<file path="config.mk">
export PLATFORM = sky130hd
export DESIGN_NAME = collision_zone_speed_governor
export DESIGN_NICKNAME = d
export VERILOG_FILES = /design/src/sv/czsg_pkg.sv /design/src/sv/collision_zone_speed_governor.sv
export SDC_FILE = /design/constraint.sdc
export NUM_CORES = 1
export LEC_CHECK = 0
export BUFFER_PORTS_ARGS = -buffer_cell sky130_fd_sc_hd__buf_2
export CORE_ASPECT_RATIO = 2
export CORE_MARGIN = 1
export CORE_UTILIZATION = 35
export DETAILED_ROUTE_END_ITERATION = 8
export GPL_TIMING_DRIVEN = 0
export SLEW_MARGIN = 20
export SYNTH_ARGS = -nofsm -noshare
export SYNTH_HDL_FRONTEND = slang
export SYNTH_SLANG_ARGS = --single-unit
</file>
<file path="constraint.sdc">
create_clock -name clock -period 15 [get_ports clock]
set_input_delay 3 -clock clock [delete_from_list [all_inputs] [get_ports clock]]
set_output_delay 3 -clock clock [all_outputs]
set_load 0.05 [all_outputs]
</file>
<file path="src/sv/czsg_pkg.sv">
`default_nettype none

package czsg_pkg;

   // register indexes on the csr port
   localparam logic [2:0] REG_SAFE_THR  = 3'd0;
   localparam logic [2:0] REG_WARN_THR  = 3'd1;
   localparam logic [2:0] REG_SAFE_SPD  = 3'd2;
   localparam logic [2:0] REG_WARN_MIN  = 3'd3;
   localparam logic [2:0] REG_WARN_MAX  = 3'd4;

   // zone codes
   localparam logic [1:0] ZONE_SAFE     = 2'd0;
   localparam logic [1:0] ZONE_WARN     = 2'd1;
   localparam logic [1:0] ZONE_DANGER   = 2'd2;

   // register reset values
   localparam logic [8:0] SAFE_THR_RST  = 9'd100;
   localparam logic [8:0] WARN_THR_RST  = 9'd50;
   localparam logic [6:0] SAFE_SPD_RST  = 7'd50;
   localparam logic [6:0] WARN_MIN_RST  = 7'd30;
   localparam logic [6:0] WARN_MAX_RST  = 7'd40;

   // raw reading window and substitute, cm
   localparam logic [15:0] RAW_MIN_CM   = 16'd2;
   localparam logic [15:0] RAW_MAX_CM   = 16'd400;
   localparam logic [8:0]  RAW_SUBST_CM = 9'd400;

   // filter, Q9.8 cm
   localparam logic [7:0]  FILT_GAIN    = 8'd77;
   localparam logic [16:0] SMOOTH_RST   = 17'd51200;
   localparam logic [16:0] SMOOTH_MAX   = 17'd102400;

   // result beat, last field in the lowest bits
   typedef struct packed {
      logic [1:0] pad;
      logic       led_red;
      logic       led_yellow;
      logic       buzzer_pulse;
      logic       brake;
      logic [8:0] shown_cm;
      logic [6:0] drive_pct;
      logic [1:0] zone;
   } rsp_beat_type;

endpackage

`default_nettype wire

</file>
<file path="src/sv/collision_zone_speed_governor.sv">
`default_nettype none

// Collision-zone speed governor. Each req beat carries one raw range reading
// in cm; readings outside 2..400 count as 400. The reading updates a Q9.8
// exponential filter (gain 77/256, starts at 200 cm), and one rsp beat comes
// back per reading with the zone, the drive duty, the filtered distance
// rounded to whole cm and the brake, buzzer and lamp commands. Work is done
// by a small sequencer: filter multiply, filter update, zone decode, then a
// restoring divider (one subtract-compare per cycle) for the warning-zone
// speed ramp, then a final clamp. The divide is skipped outside the warning
// zone or with unordered thresholds. req_tready is high only in idle, so a
// new reading is taken only once the last one has left the sequencer. The
// result sits in an output register, so the next reading is taken while rsp
// waits; a result that is done while the previous one still waits holds in
// the last step. Csr writes are meant for idle time only.
module collision_zone_speed_governor
   import czsg_pkg::*;
(
   input  wire logic        clock,
   input  wire logic        reset,
   // reading channel
   input  wire logic        req_tvalid,
   output logic             req_tready,
   input  wire logic [15:0] req_tdata,   // [15:0] range_cm
   // result channel
   output logic             rsp_tvalid,
   input  wire logic        rsp_tready,
   output logic [23:0]      rsp_tdata,   // [1:0] zone, [8:2] drive_pct,
                                         // [17:9] shown_cm, [18] brake,
                                         // [19] buzzer_pulse, [20] led_yellow,
                                         // [21] led_red, [23:22] zero
   // config write port
   input  wire logic        csr_we,
   input  wire logic [2:0]  csr_addr,
   input  wire logic [8:0]  csr_wdata
);

   // sequencer states
   localparam logic [2:0] ST_IDLE = 3'd0;
   localparam logic [2:0] ST_MUL  = 3'd1;  // diff * gain
   localparam logic [2:0] ST_FILT = 3'd2;  // round, add, clamp
   localparam logic [2:0] ST_ZONE = 3'd3;  // compares, ramp numerator
   localparam logic [2:0] ST_DIV  = 3'd4;  // one quotient bit per cycle
   localparam logic [2:0] ST_FIN  = 3'd5;  // clamp duty, load output

   // control / state registers
   logic [2:0]   state_ff,    state_in;
   logic [16:0]  smoothed_ff, smoothed_in;
   logic         rsp_valid_ff, rsp_valid_in;
   logic [2:0]   cnt_ff,      cnt_in;
   logic [8:0]   safe_thr_ff, warn_thr_ff;
   logic [6:0]   safe_spd_ff, wmin_ff, wmax_ff;

   // payload registers
   logic [8:0]        raw_ff,  raw_in;
   logic signed [25:0] prod_ff, prod_in;
   logic [1:0]        zone_ff, zone_in;
   logic              neg_ff,  neg_in;
   logic [23:0]       rem_ff,  rem_in;
   logic [23:0]       dsh_ff,  dsh_in;
   logic [7:0]        quo_ff,  quo_in;
   rsp_beat_type      rsp_ff,  rsp_in;

   // datapath nets
   logic               raw_ok;
   logic [8:0]         raw_sel;
   logic signed [17:0] diff_w;
   logic signed [25:0] round_w;
   logic signed [25:0] sum_w;
   logic [16:0]        safe_q_w, warn_q_w, off_w, den_w;
   logic               ordered_w, span_neg_w;
   logic [6:0]         span_mag_w;
   logic [23:0]        num_w;
   logic [24:0]        trial_w;
   logic signed [9:0]  mn_s, mx_s, q_s, spd_w, spd_lo;
   logic [17:0]        shown_w;

   assign req_tready = (state_ff == ST_IDLE);
   assign rsp_tvalid = rsp_valid_ff;
   assign rsp_tdata  = rsp_ff;

   // input range check
   assign raw_ok  = (req_tdata >= RAW_MIN_CM) && (req_tdata <= RAW_MAX_CM);
   assign raw_sel = raw_ok ? req_tdata[8:0] : RAW_SUBST_CM;

   // filter: (raw*256 - s) * 77, floor((p + 128) / 256), added to s
   assign diff_w  = signed'({1'b0, raw_ff, 8'd0}) - signed'({1'b0, smoothed_ff});
   assign round_w = (prod_ff + 26'sd128) >>> 8;
   assign sum_w   = signed'({9'd0, smoothed_ff}) + round_w;

   // zone decode and ramp operands
   assign safe_q_w   = {safe_thr_ff, 8'd0};
   assign warn_q_w   = {warn_thr_ff, 8'd0};
   assign ordered_w  = safe_thr_ff > warn_thr_ff;
   assign span_neg_w = wmin_ff > wmax_ff;
   assign span_mag_w = span_neg_w ? (wmin_ff - wmax_ff) : (wmax_ff - wmin_ff);
   assign off_w      = smoothed_ff - warn_q_w;
   assign num_w      = {7'd0, off_w} * {17'd0, span_mag_w};
   assign den_w      = {safe_thr_ff - warn_thr_ff, 8'd0};

   // shared subtract-compare of the divider
   assign trial_w = {1'b0, rem_ff} - {1'b0, dsh_ff};

   // duty clamp
   assign mn_s   = signed'({3'd0, wmin_ff});
   assign mx_s   = signed'({3'd0, wmax_ff});
   assign q_s    = signed'({2'd0, quo_ff});
   assign spd_w  = neg_ff ? (mn_s - q_s) : (mn_s + q_s);
   assign spd_lo = (spd_w < mn_s) ? mn_s : spd_w;

   assign shown_w = {1'b0, smoothed_ff} + 18'd128;

   always_comb begin
      state_in     = state_ff;
      smoothed_in  = smoothed_ff;
      rsp_valid_in = rsp_valid_ff;
      cnt_in       = cnt_ff;
      raw_in       = raw_ff;
      prod_in      = prod_ff;
      zone_in      = zone_ff;
      neg_in       = neg_ff;
      rem_in       = rem_ff;
      dsh_in       = dsh_ff;
      quo_in       = quo_ff;
      rsp_in       = rsp_ff;

      if (rsp_valid_ff && rsp_tready) begin
         rsp_valid_in = 1'b0;
      end

      unique case (state_ff)
         ST_IDLE: begin
            if (req_tvalid) begin
               raw_in   = raw_sel;
               state_in = ST_MUL;
            end
         end
         ST_MUL: begin
            prod_in  = 26'(diff_w) * signed'({18'd0, FILT_GAIN});
            state_in = ST_FILT;
         end
         ST_FILT: begin
            priority if (sum_w < 26'sd0) begin
               smoothed_in = 17'd0;
            end else if (sum_w > signed'({9'd0, SMOOTH_MAX})) begin
               smoothed_in = SMOOTH_MAX;
            end else begin
               smoothed_in = sum_w[16:0];
            end
            state_in = ST_ZONE;
         end
         ST_ZONE: begin
            neg_in = span_neg_w;
            rem_in = num_w;
            dsh_in = {den_w, 7'd0};
            quo_in = 8'd0;
            cnt_in = 3'd7;
            priority if (smoothed_ff > safe_q_w) begin
               zone_in  = ZONE_SAFE;
               state_in = ST_FIN;
            end else if (smoothed_ff >= warn_q_w) begin
               zone_in  = ZONE_WARN;
               state_in = ordered_w ? ST_DIV : ST_FIN;
            end else begin
               zone_in  = ZONE_DANGER;
               state_in = ST_FIN;
            end
         end
         ST_DIV: begin
            if (!trial_w[24]) begin
               rem_in = trial_w[23:0];
               quo_in = {quo_ff[6:0], 1'b1};
            end else begin
               quo_in = {quo_ff[6:0], 1'b0};
            end
            dsh_in = dsh_ff >> 1;
            cnt_in = cnt_ff - 3'd1;
            if (cnt_ff == 3'd0) begin
               state_in = ST_FIN;
            end
         end
         ST_FIN: begin
            if (!rsp_valid_ff || rsp_tready) begin
               rsp_in              = '0;
               rsp_in.zone         = zone_ff;
               rsp_in.shown_cm     = shown_w[16:8];
               unique case (zone_ff)
                  ZONE_SAFE: begin
                     rsp_in.drive_pct = safe_spd_ff;
                  end
                  ZONE_WARN: begin
                     rsp_in.drive_pct  = (spd_lo > mx_s) ? wmax_ff : spd_lo[6:0];
                     rsp_in.led_yellow = 1'b1;
                  end
                  default: begin
                     rsp_in.drive_pct    = 7'd0;
                     rsp_in.brake        = 1'b1;
                     rsp_in.buzzer_pulse = 1'b1;
                     rsp_in.led_red      = 1'b1;
                  end
               endcase
               rsp_valid_in = 1'b1;
               state_in     = ST_IDLE;
            end
         end
         default: begin
            state_in = ST_IDLE;
         end
      endcase
   end

   always_ff @(posedge clock) begin
      if (reset) begin
         state_ff     <= ST_IDLE;
         smoothed_ff  <= SMOOTH_RST;
         rsp_valid_ff <= 1'b0;
         cnt_ff       <= 3'd0;
         safe_thr_ff  <= SAFE_THR_RST;
         warn_thr_ff  <= WARN_THR_RST;
         safe_spd_ff  <= SAFE_SPD_RST;
         wmin_ff      <= WARN_MIN_RST;
         wmax_ff      <= WARN_MAX_RST;
      end else begin
         state_ff     <= state_in;
         smoothed_ff  <= smoothed_in;
         rsp_valid_ff <= rsp_valid_in;
         cnt_ff       <= cnt_in;
         if (csr_we) begin
            unique case (csr_addr)
               REG_SAFE_THR: safe_thr_ff <= csr_wdata;
               REG_WARN_THR: warn_thr_ff <= csr_wdata;
               REG_SAFE_SPD: safe_spd_ff <= csr_wdata[6:0];
               REG_WARN_MIN: wmin_ff     <= csr_wdata[6:0];
               REG_WARN_MAX: wmax_ff     <= csr_wdata[6:0];
               default: ;
            endcase
         end
      end
   end

   always_ff @(posedge clock) begin
      raw_ff  <= raw_in;
      prod_ff <= prod_in;
      zone_ff <= zone_in;
      neg_ff  <= neg_in;
      rem_ff  <= rem_in;
      dsh_ff  <= dsh_in;
      quo_ff  <= quo_in;
      rsp_ff  <= rsp_in;
   end

`ifndef SYNTHESIS
   a_filt_bound: assert property (@(posedge clock) disable iff (reset)
      smoothed_ff <= SMOOTH_MAX)
      else $error("filter state out of range");

   a_accept_starts: assert property (@(posedge clock) disable iff (reset)
      (req_tvalid && req_tready) |=> (state_ff == ST_MUL))
      else $error("accepted reading did not start the sequencer");

   a_rsp_from_fin: assert property (@(posedge clock) disable iff (reset)
      $rose(rsp_valid_ff) |-> ($past(state_ff) == ST_FIN))
      else $error("result appeared outside the final step");

   a_danger_stops: assert property (@(posedge clock) disable iff (reset)
      (rsp_valid_ff && (rsp_ff.zone == ZONE_DANGER)) |->
         (rsp_ff.drive_pct == 7'd0 && rsp_ff.brake && rsp_ff.led_red))
      else $error("danger result without stop");

   a_no_overwrite: assert property (@(posedge clock) disable iff (reset)
      (rsp_valid_ff && !rsp_tready) |=> $stable(rsp_ff))
      else $error("waiting result overwritten");
`endif

endmodule

`default_nettype wire

</file>
# Word level (Yosys, flattened, before mapping)

Cells that the tools add are included.
Widths: inputs -> output; s select.

Divide/modulo/power cells: 0
Shifts and indexed selects: 0
Equality and inequality tests: 14
Reduce and logical (&&, ||, !) cells: 19
Add/subtract/negate cells: 12
Multiply operators: 2
Bitwise logic cells: 0
Mux-type cells: 27
Order comparisons: 10

Operator list:

| operator              | count |
|---|---|
| $pmux 24 s2           | 2 |
| $mux 17               | 2 |
| $add 26x9->26 const B | 1 |
| $mul 18x8->26 const B | 1 |
| $sub 24x24->25        | 1 |
| $mul 17x7->24         | 1 |
| $mux 24               | 1 |
| $mux 10               | 2 |
| $add 18x18->19        | 1 |
| $gt 19x18->1 const B  | 1 |
| $lt 19x1->1 const B   | 1 |
| $pmux 3 s6            | 1 |
| $sub 17x17->18        | 1 |
| $add 17x8->17 const B | 1 |
| $ge 17x17->1          | 1 |
| $gt 17x17->1          | 1 |
| $sub 17x17->17        | 1 |
| $ge 16x2->1 const B   | 1 |
| $le 16x9->1 const B   | 1 |
| $pmux 8 s2            | 1 |
| $reduce_and 2->1      | 8 |
| $mux 7                | 2 |
| $pmux 7 s2            | 1 |
| $sub 7x7->7           | 2 |
| 25 further kinds      | 48 |

Output and inout port bits: 26
Memory bits (read-only): 0
Bits in latches: 0
Flip-flop bits (word level): 179
Input bits: 33
Memories: 0
RAM bits: 0
Word-level logic and storage cells: 107

# Depth between registers and ports, before layout

Gate-level depths: netlist of the first run.

Depth after elaboration: 7
Depth in mapped cells: 30
Depth with buffers taken out: 29

# Worst setup path before layout of the first run

OpenSTA, ideal clock, no wires.

Path type: reg2reg
Start point: reg wmin_ff[1]
End point: reg rem_ff[16] (data pin)
Stages on the path, launching flop included: 27
Data required time: 14.735 ns
Path slack: 7.801 ns
Arrival time: 6.934 ns
Path buffers: 0
Library setup time: 0.265 ns
Clock period less this slack: 7.199 ns
Path through: dfxtp_1 inv_1 ha_1 nor2b_1 o21bai_1 o211a_2 nor2_4 mux2i_1 o21ai_1 a41oi_1 a21oi_1 or3_1 fa_1 fa_1 inv_1 fa_1 inv_1 fa_1 inv_1 ha_1 o21a_1 a2111oi_0 o311ai_1 a311o_1 a21oi_1 xor2_1 o21ai_1

Word-level cells in the longest chain between the ends: 4
Elaborated cells between the ends (all ways): 6
Classes of those cells: 2 x add/sub; 1 x mul; 1 x order compare; 2 x mux

Ends and longest elaborated chain:

| element                  | line                                 | text |
|---|---|---|
| start: declaration       | collision_zone_speed_governor.sv:52  | `logic [6:0] safe_spd_ff, wmin_ff, wmax_ff;` |
| start signal: assignment | collision_zone_speed_governor.sv:233 | `REG_WARN_MIN: wmin_ff <= csr_wdata[6:0];` |
| $gt 7x7->1               | collision_zone_speed_governor.sv:95  | `assign span_neg_w = wmin_ff > wmax_ff;` |
| via span_neg_w           | collision_zone_speed_governor.sv:71  | `logic ordered_w, span_neg_w;` |
| $mux 7                   | collision_zone_speed_governor.sv:96  | `assign span_mag_w = span_neg_w ? (wmin_ff - wmax_ff) : (wmax_ff - wmin_ff);` |
| $mul 17x7->24            | collision_zone_speed_governor.sv:98  | `assign num_w = {7'd0, off_w} * {17'd0, span_mag_w};` |
| $pmux 24 s2              | collision_zone_speed_governor.sv:131 | `unique case (state_ff)` |
| via rem_in[16]           | collision_zone_speed_governor.sv:59  | `logic [23:0] rem_ff, rem_in;` |
| end signal: assignment   | collision_zone_speed_governor.sv:246 | `rem_ff <= rem_in;` |
| end: declaration         | collision_zone_speed_governor.sv:59  |  |

The timed path passes the listed nets, and every way through them passes these cells.
A chain may end at the register's enable or synchronous reset.

# Final worst setup path of the first run

Start point: reg wmin_ff[5]
End point: reg rem_ff[23] (data pin)

The elaborated chain is that of the path after synthesis.

==> results of run 1 <==
==> per-stage QoR <==
step / worst slack, ps / std cells / cell area, sq um
finish: 6250 / 2699 / 19500
global route: 5950 / 2699 / 19500
CTS: 6330 / 2698 / 19500
detailed placement: 6350 / 2666 / 18900
global placement: 6430 / 2662 / 18800
floorplan: 7800 / 1957 / 17700
==> metal layers <==
layer | routed length [microns] | track usage, % | vias up | part of all wire, %
li1 | - | - | 6883 | -
met1 | 15700 | 16.0 | 6810 | 32
met2 | 28100 | 40.3 | 270 | 58
met3 | 1030 | 2.34 | 152 | 2.1
met4 | 3570 | 14.1 | 2 | 7.4
met5 | 16 | 0 | - | 0.033
==> worst max-delay path: cells and delay by family (launching register included) <==
kind	cells	cell delay, ps
buffers and inverters	5	1070
DFF	1	500
adders and majority gates	6	2660
muxes	1	220
and+or+nand+nor	6	1060
AOI/OAI and AO/OA	9	3000
==> cell usage in the layout (no fill, tap or decap), types with 57 or more instances in the layout <==
master	n
a21oi_1	109
buf_2	57
dfxtp_1	63
edfxtp_1	107
fa_1	113
ha_1	237
inv_1	270
nand2_1	124
nor2_1	170
xnor2_1	77
==> cell families (layout without fill, tap and decap cells) <==
family | Yosys count | in the layout | synth area share, %
AOI/OAI and AO/OA | 386 | 386 | 14.3
xor gates and xnor gates | 129 | 129 | 6.38
adders and majority gates | 350 | 350 | 29.5
buffers and inverters | 325 | 417 | 6.98
DFF | 170 | 170 | 25.3
muxes | 35 | 35 | 2.02
other | 1 | 3 | 0.0212
and+or+nand+nor | 560 | 560 | 15.5
==> layout make-up <==
class,instances,share of cell area [%]
timing repair buffer,60,1.79
buffer,52,1.08
antenna,1,0.0128
inverter,273,5.25
clock inverter,15,0.942
tap,649,4.16
sequential,170,22.9
clock buffer,17,2.18
multi-input combinational,1462,61.7
==> state kept, by name, summed over array words and instances (netlist names), 8 cells and up <==
register and flops:
dsh_ff 24, rem_ff 24, rsp_tdata 20, prod_ff 19, smoothed_ff 17, raw_ff 9, safe_thr_ff 9, warn_thr_ff 9
quo_ff 8
==> how the worst max path moves through the flow <==
stage | start | cells past startpoint | slack, ps | to
2_1_floorplan | wmin_ff[1] | 26 | 7800 | rem_ff[16]
4_1_cts | wmin_ff[5] | 27 | 6330 | rem_ff[23]
3_3_place_gp | wmin_ff[5] | 27 | 6430 | rem_ff[23]
3_5_place_dp | wmin_ff[5] | 27 | 6350 | rem_ff[23]
6_report | wmin_ff[5] | 27 | 6250 | rem_ff[23]
5_1_grt | wmin_ff[5] | 27 | 5950 | rem_ff[23]
==> metrics.md, run 1 <==
| Metric | Value |
|---|---|
| RR Endpoint | `rem_ff[23]` |
| Hold_ws | `460 ps` |
| Placer Congestion | `0.940` |
| Area delta synth->final | `10.2%` |
| Top cell type's share of synthesized area | `18.1%` |
| CP Class | `flop to flop` |
| Row cnt | `116` |
| Worst EP arrival | `9000 ps` |
| # DRC | `0` |
| Reg clk slew, reported paths | `80 ps` |
| Via count | `14100` |
| # port buffers | `56` |
| Top cells by count, synth | `inv_1 (270), ha_1 (237), nor2_1 (171), nand2_1 (125), fa_1 (113)` |
| Reg2reg setup slack | `6250 ps` |
| Syn avg cell area | `9.05 sq um` |
| WHS Path Cells | `2` |
| Max-cap violations | `0` |
| Endpoint type of the worst setup path | `flop` |
| F_max | `114 MHz` |
| Final setup violation count | `0` |
| Core Region | `49900 sq um` |
| Crit-path most repeated cell | `fa_1` |
| Io pins | `59` |
| TNS Setup | `0 ps` |
| DP HPWL | `41200 microns` |
| WHS Endpoint | `wmax_ff[6]` |
| Hold WC Path Type | `flop to flop` |
| Htree depth | `4` |
| Measured slew at the worst slew-check pin | `1130 ps` |
| Grt total ovfl | `0` |
| Layout cells sized above 1 | `6.44%` |
| Post-CTS Setup Inserts | `0` |
| Ys async rst share | `0%` |
| Netlist cell types | `81` |
| Worst-skew pair later-pin latency | `470 ps` |
| Worst endpoint required time | `15250 ps` |
| Hold Crit Start | `wmax_ff[6]` |
| CP max FO | `10` |
| #FFs+latches synth | `170` |
| Largest net degree at the start of global routing | `22` |
| Final Hold Viols | `0` |
| Via/cell ratio | `5.23` |
| Reg-to-Reg Start | `wmin_ff[5]` |
| CTS tree | `done` |
| Post-CTS Hold Fix Bufs | `0` |
| CTS Sinks | `170` |
| Clock Tree Root | `clkbuf_16` |
| Die H | `320 microns` |
| Fin util | `39.1%` |
| GRT Total Usage | `19.4%` |
| Post-synth top area cell | `edfxtp_1` |
| Period Utilization, post-route | `58.3%` |
| Most frequent cell after synthesis | `inv_1` |
| Deepest clock path buffer count | `2` |
| Clock skew | `15.0 ps` |
| Slowest-stage cell, CP | `a21oi_1` |
| Antenna viol nets, final | `0` |
| Critical Path Max Stage Delay | `690 ps` |
| Final max-slew violation count | `0` |
| DRT iter0 DRCs | `576` |
| First-pass GRT wire length | `76600 microns` |
| Ranking of synthesized cells by area | `edfxtp_1 (18%), ha_1 (17%), fa_1 (13%)` |
| Initial antenna violation count | `2` |
| CTS buffer count | `17` |
| Number of synthesized flops with an enable pin | `107` |
| Min cycle time layout | `8750 ps` |
| Wire per inst | `17.9 microns` |
| Status | `finished, final reports clean` |
| Sequential fraction of the synthesis area | `25.3%` |
| RSZ-0062 raised after global routing | `no` |
| Fillers | `5105` |
| Vias in the first global route | `15100` |
| Drt pass-1 iters | `4` |
| Horiz. Die Dim | `161 microns` |
| Starting Density | `35.5%` |
| Netlist Area Pre-Place | `17700 sq um` |
| Resize count post-CTS | `0` |
| Synth warn | `0` |
| Syn Inst Count | `1956` |
| Multi-input gate area | `12000 sq um` |
| Final nets | `2419` |
| FF+latch area | `4470 sq um` |
| Top FF cell, synth | `edfxtp_1` |
| Routed WL | `48400 microns` |
| Slew margin rel. | `24.0%` |
| Critical Path Source Type | `flop` |
| Die area | `51600 sq um` |
| R2R depth | `27` |
Power of run 1 is left out: the tool's default activity adds up to more than one toggle a clock period on the data nets, which glitch-free logic cannot reach.
==> run 2: changes to the inputs <==
==> constraint.sdc (replaced) <==
create_clock -name clock -period 8.85 [get_ports clock]
set_input_delay 1.77 -clock clock [delete_from_list [all_inputs] [get_ports clock]]
set_output_delay 1.77 -clock clock [all_outputs]
set_load 0.05 [all_outputs]
==> metrics.md, run 2 (synthesis results as in run 1) <==
| Metric | Value |
|---|---|
| Status | `finished, final reports clean` |
| Horiz. Die Dim | `161 microns (unchanged)` |
| WHS Path Cells | `2 (unchanged)` |
| Endpoint type of the worst setup path | `flop` |
| Final setup violation count | `0 (unchanged)` |
| Crit-path most repeated cell | `fa_1` |
| Reg-to-Reg Start | `wmin_ff[5]` |
| CTS tree | `done` |
| Via/cell ratio | `5.23 (about the same)` |
| Multi-input gate area | `12100 sq um (+0.10%)` |
| RSZ-0062 raised after global routing | `no` |
| Max-cap violations | `0 (unchanged)` |
| DP HPWL | `41200 microns (unchanged)` |
| Most common cell after layout, fill and taps aside | `inv_1` |
| Worst-skew pair later-pin latency | `470 ps (about the same)` |
| Hold_ws | `460 ps (-0.00500 ps)` |
| Most frequent cells in the layout | `inv_1 (270), ha_1 (237), nor2_1 (170)` |
| Deepest clock path buffer count | `2 (unchanged)` |
| CP max FO | `10 (unchanged)` |
| Die area | `51600 sq um (unchanged)` |
| DRT iter0 DRCs | `584 (+1.4%)` |
| Critical Path Source Type | `flop` |
| Final nets | `2419 (unchanged)` |
| Layout cells sized above 1 | `6.54% (+0.098 points)` |
| Reg2reg setup slack | `400 ps (-5850 ps)` |
| # DRC | `0 (unchanged)` |
| Hold WC Path Type | `flop to flop` |
| Grt total ovfl | `0 (unchanged)` |
| Reg clk slew, reported paths | `80 ps (about the same)` |
| Min cycle time layout | `8450 ps (-295 ps)` |
| Largest net degree at the start of global routing | `22 (unchanged)` |
| Initial antenna violation count | `2 (unchanged)` |
| Final max-slew violation count | `0 (unchanged)` |
| Clock skew | `15.5 ps (+0.495 ps)` |
| F_max | `118 MHz (+3.5%)` |
| First-pass GRT wire length | `76600 microns (unchanged)` |
| CTS buffer count | `17 (unchanged)` |
| # port buffers | `56 (unchanged)` |
| WHS Endpoint | `wmax_ff[6]` |
| M2 GR Usage | `40.3% (unchanged)` |
| Die H | `320 microns (unchanged)` |
| Post-CTS Hold Fix Bufs | `0 (unchanged)` |
| RR Endpoint | `rem_ff[23]` |
| Antenna viol nets, final | `0 (unchanged)` |
| Worst EP arrival | `8710 ps (-290 ps)` |
| Slowest-stage cell, CP | `fa_1` |
| Period Utilization, post-route | `95.5% (+37 points)` |
| Starting Density | `35.5% (unchanged)` |
| Clock Tree Root | `clkbuf_16` |
| CTS Sinks | `170 (unchanged)` |
| Htree depth | `4 (unchanged)` |
| Core Region | `49900 sq um (unchanged)` |
| Row cnt | `116 (unchanged)` |
| Routed WL | `48400 microns (about the same)` |
| Fillers | `5102 (-0.059%)` |
| M1 GR Usage | `16.0% (unchanged)` |
| Io pins | `59 (unchanged)` |
| Grt peak-use layer | `met2` |
| Wire per inst | `17.9 microns (about the same)` |
| Area delta synth->final | `10.3% (about the same)` |
| FF+latch area | `4470 sq um (unchanged)` |
| Measured slew at the worst slew-check pin | `1140 ps (+12.3 ps)` |
| Hold Crit Start | `wmax_ff[6]` |
| Final Hold Viols | `0 (unchanged)` |
| TNS Setup | `0 ps (unchanged)` |
| Drt pass-1 iters | `5 (+1)` |
| R2R depth | `28 (+3.7%)` |
| Slew margin rel. | `23.2% (-0.83 points)` |
| Resize count post-CTS | `0 (unchanged)` |
| Critical Path Max Stage Delay | `550 ps (-140 ps)` |
| Via count | `14100 (-0.085%)` |
| Vias in the first global route | `15100 (unchanged)` |
| Placer Congestion | `0.940 (unchanged)` |
| Post-CTS Setup Inserts | `0 (unchanged)` |
| Worst endpoint required time | `9100 ps (-6150 ps)` |
| CP Class | `flop to flop` |
| GRT Total Usage | `19.4% (unchanged)` |
| Met3 Use GR | `2.34% (unchanged)` |
run 2: cell count changes in the layout (fill, tap and decap cells not counted):
cell	previous run	this run
a2111oi_0	4	3
a2111oi_1	0	1
a21oi_1	109	108
a21oi_2	1	2
o41ai_1	3	2
o41ai_2	1	2
run 2: how the worst max path moves through the flow:
stage	from	endpoint	cells past startpoint
after floorplan	wmin_ff[1]	rem_ff[16]	26
after global placement	wmin_ff[5]	rem_ff[23]	27
after detailed placement	wmin_ff[5]	rem_ff[23]	27
after CTS	wmin_ff[5]	rem_ff[23]	27
after global routing	wmin_ff[5]	rem_ff[22]	28
final	wmin_ff[5]	rem_ff[23]	28
run 2: worst max-delay path, delay by kind of cell, from the launching register on:
family	cells	cell delay, ps
muxes	1	430
and+or+nand+nor	6	1160
AOI/OAI and AO/OA	9	2170
buffers and inverters	6	1290
DFF	1	500
adders and majority gates	6	2660
run 2: final cells by class:
| class | instances | share of cell area, % |
|---|---|---|
| multi-input combinational | 1462 | 61.7 |
| sequential | 170 | 22.9 |
| inverter | 273 | 5.24 |
| tap | 649 | 4.16 |
| clock buffer | 17 | 2.18 |
| timing repair buffer | 60 | 1.79 |
| buffer | 52 | 1.08 |
| clock inverter | 15 | 0.941 |
| antenna | 1 | 0.0128 |
run 2: stage by stage:
| step | utilization, % | cell area (sq um) | worst slack, ps | cells |
|---|---|---|---|---|
| after floorplan | - | 17700 | 1650 | 1957 |
| after global placement | 37.7 | 18800 | 282 | 2662 |
| after detailed placement | 37.9 | 18900 | 196 | 2666 |
| after CTS | 39.1 | 19500 | 180 | 2698 |
| after global routing | 39.1 | 19500 | 37.6 | 2699 |
| final | 39.1 | 19500 | 398 | 2699 |
run 2: per-layer routing:
layer	vias up	wire length, microns
met5	-	16
met4	2	3590
met3	154	985
met2	267	28100
met1	6800	15700
li1	6882	-
Power of run 2 is left out for the same reason.
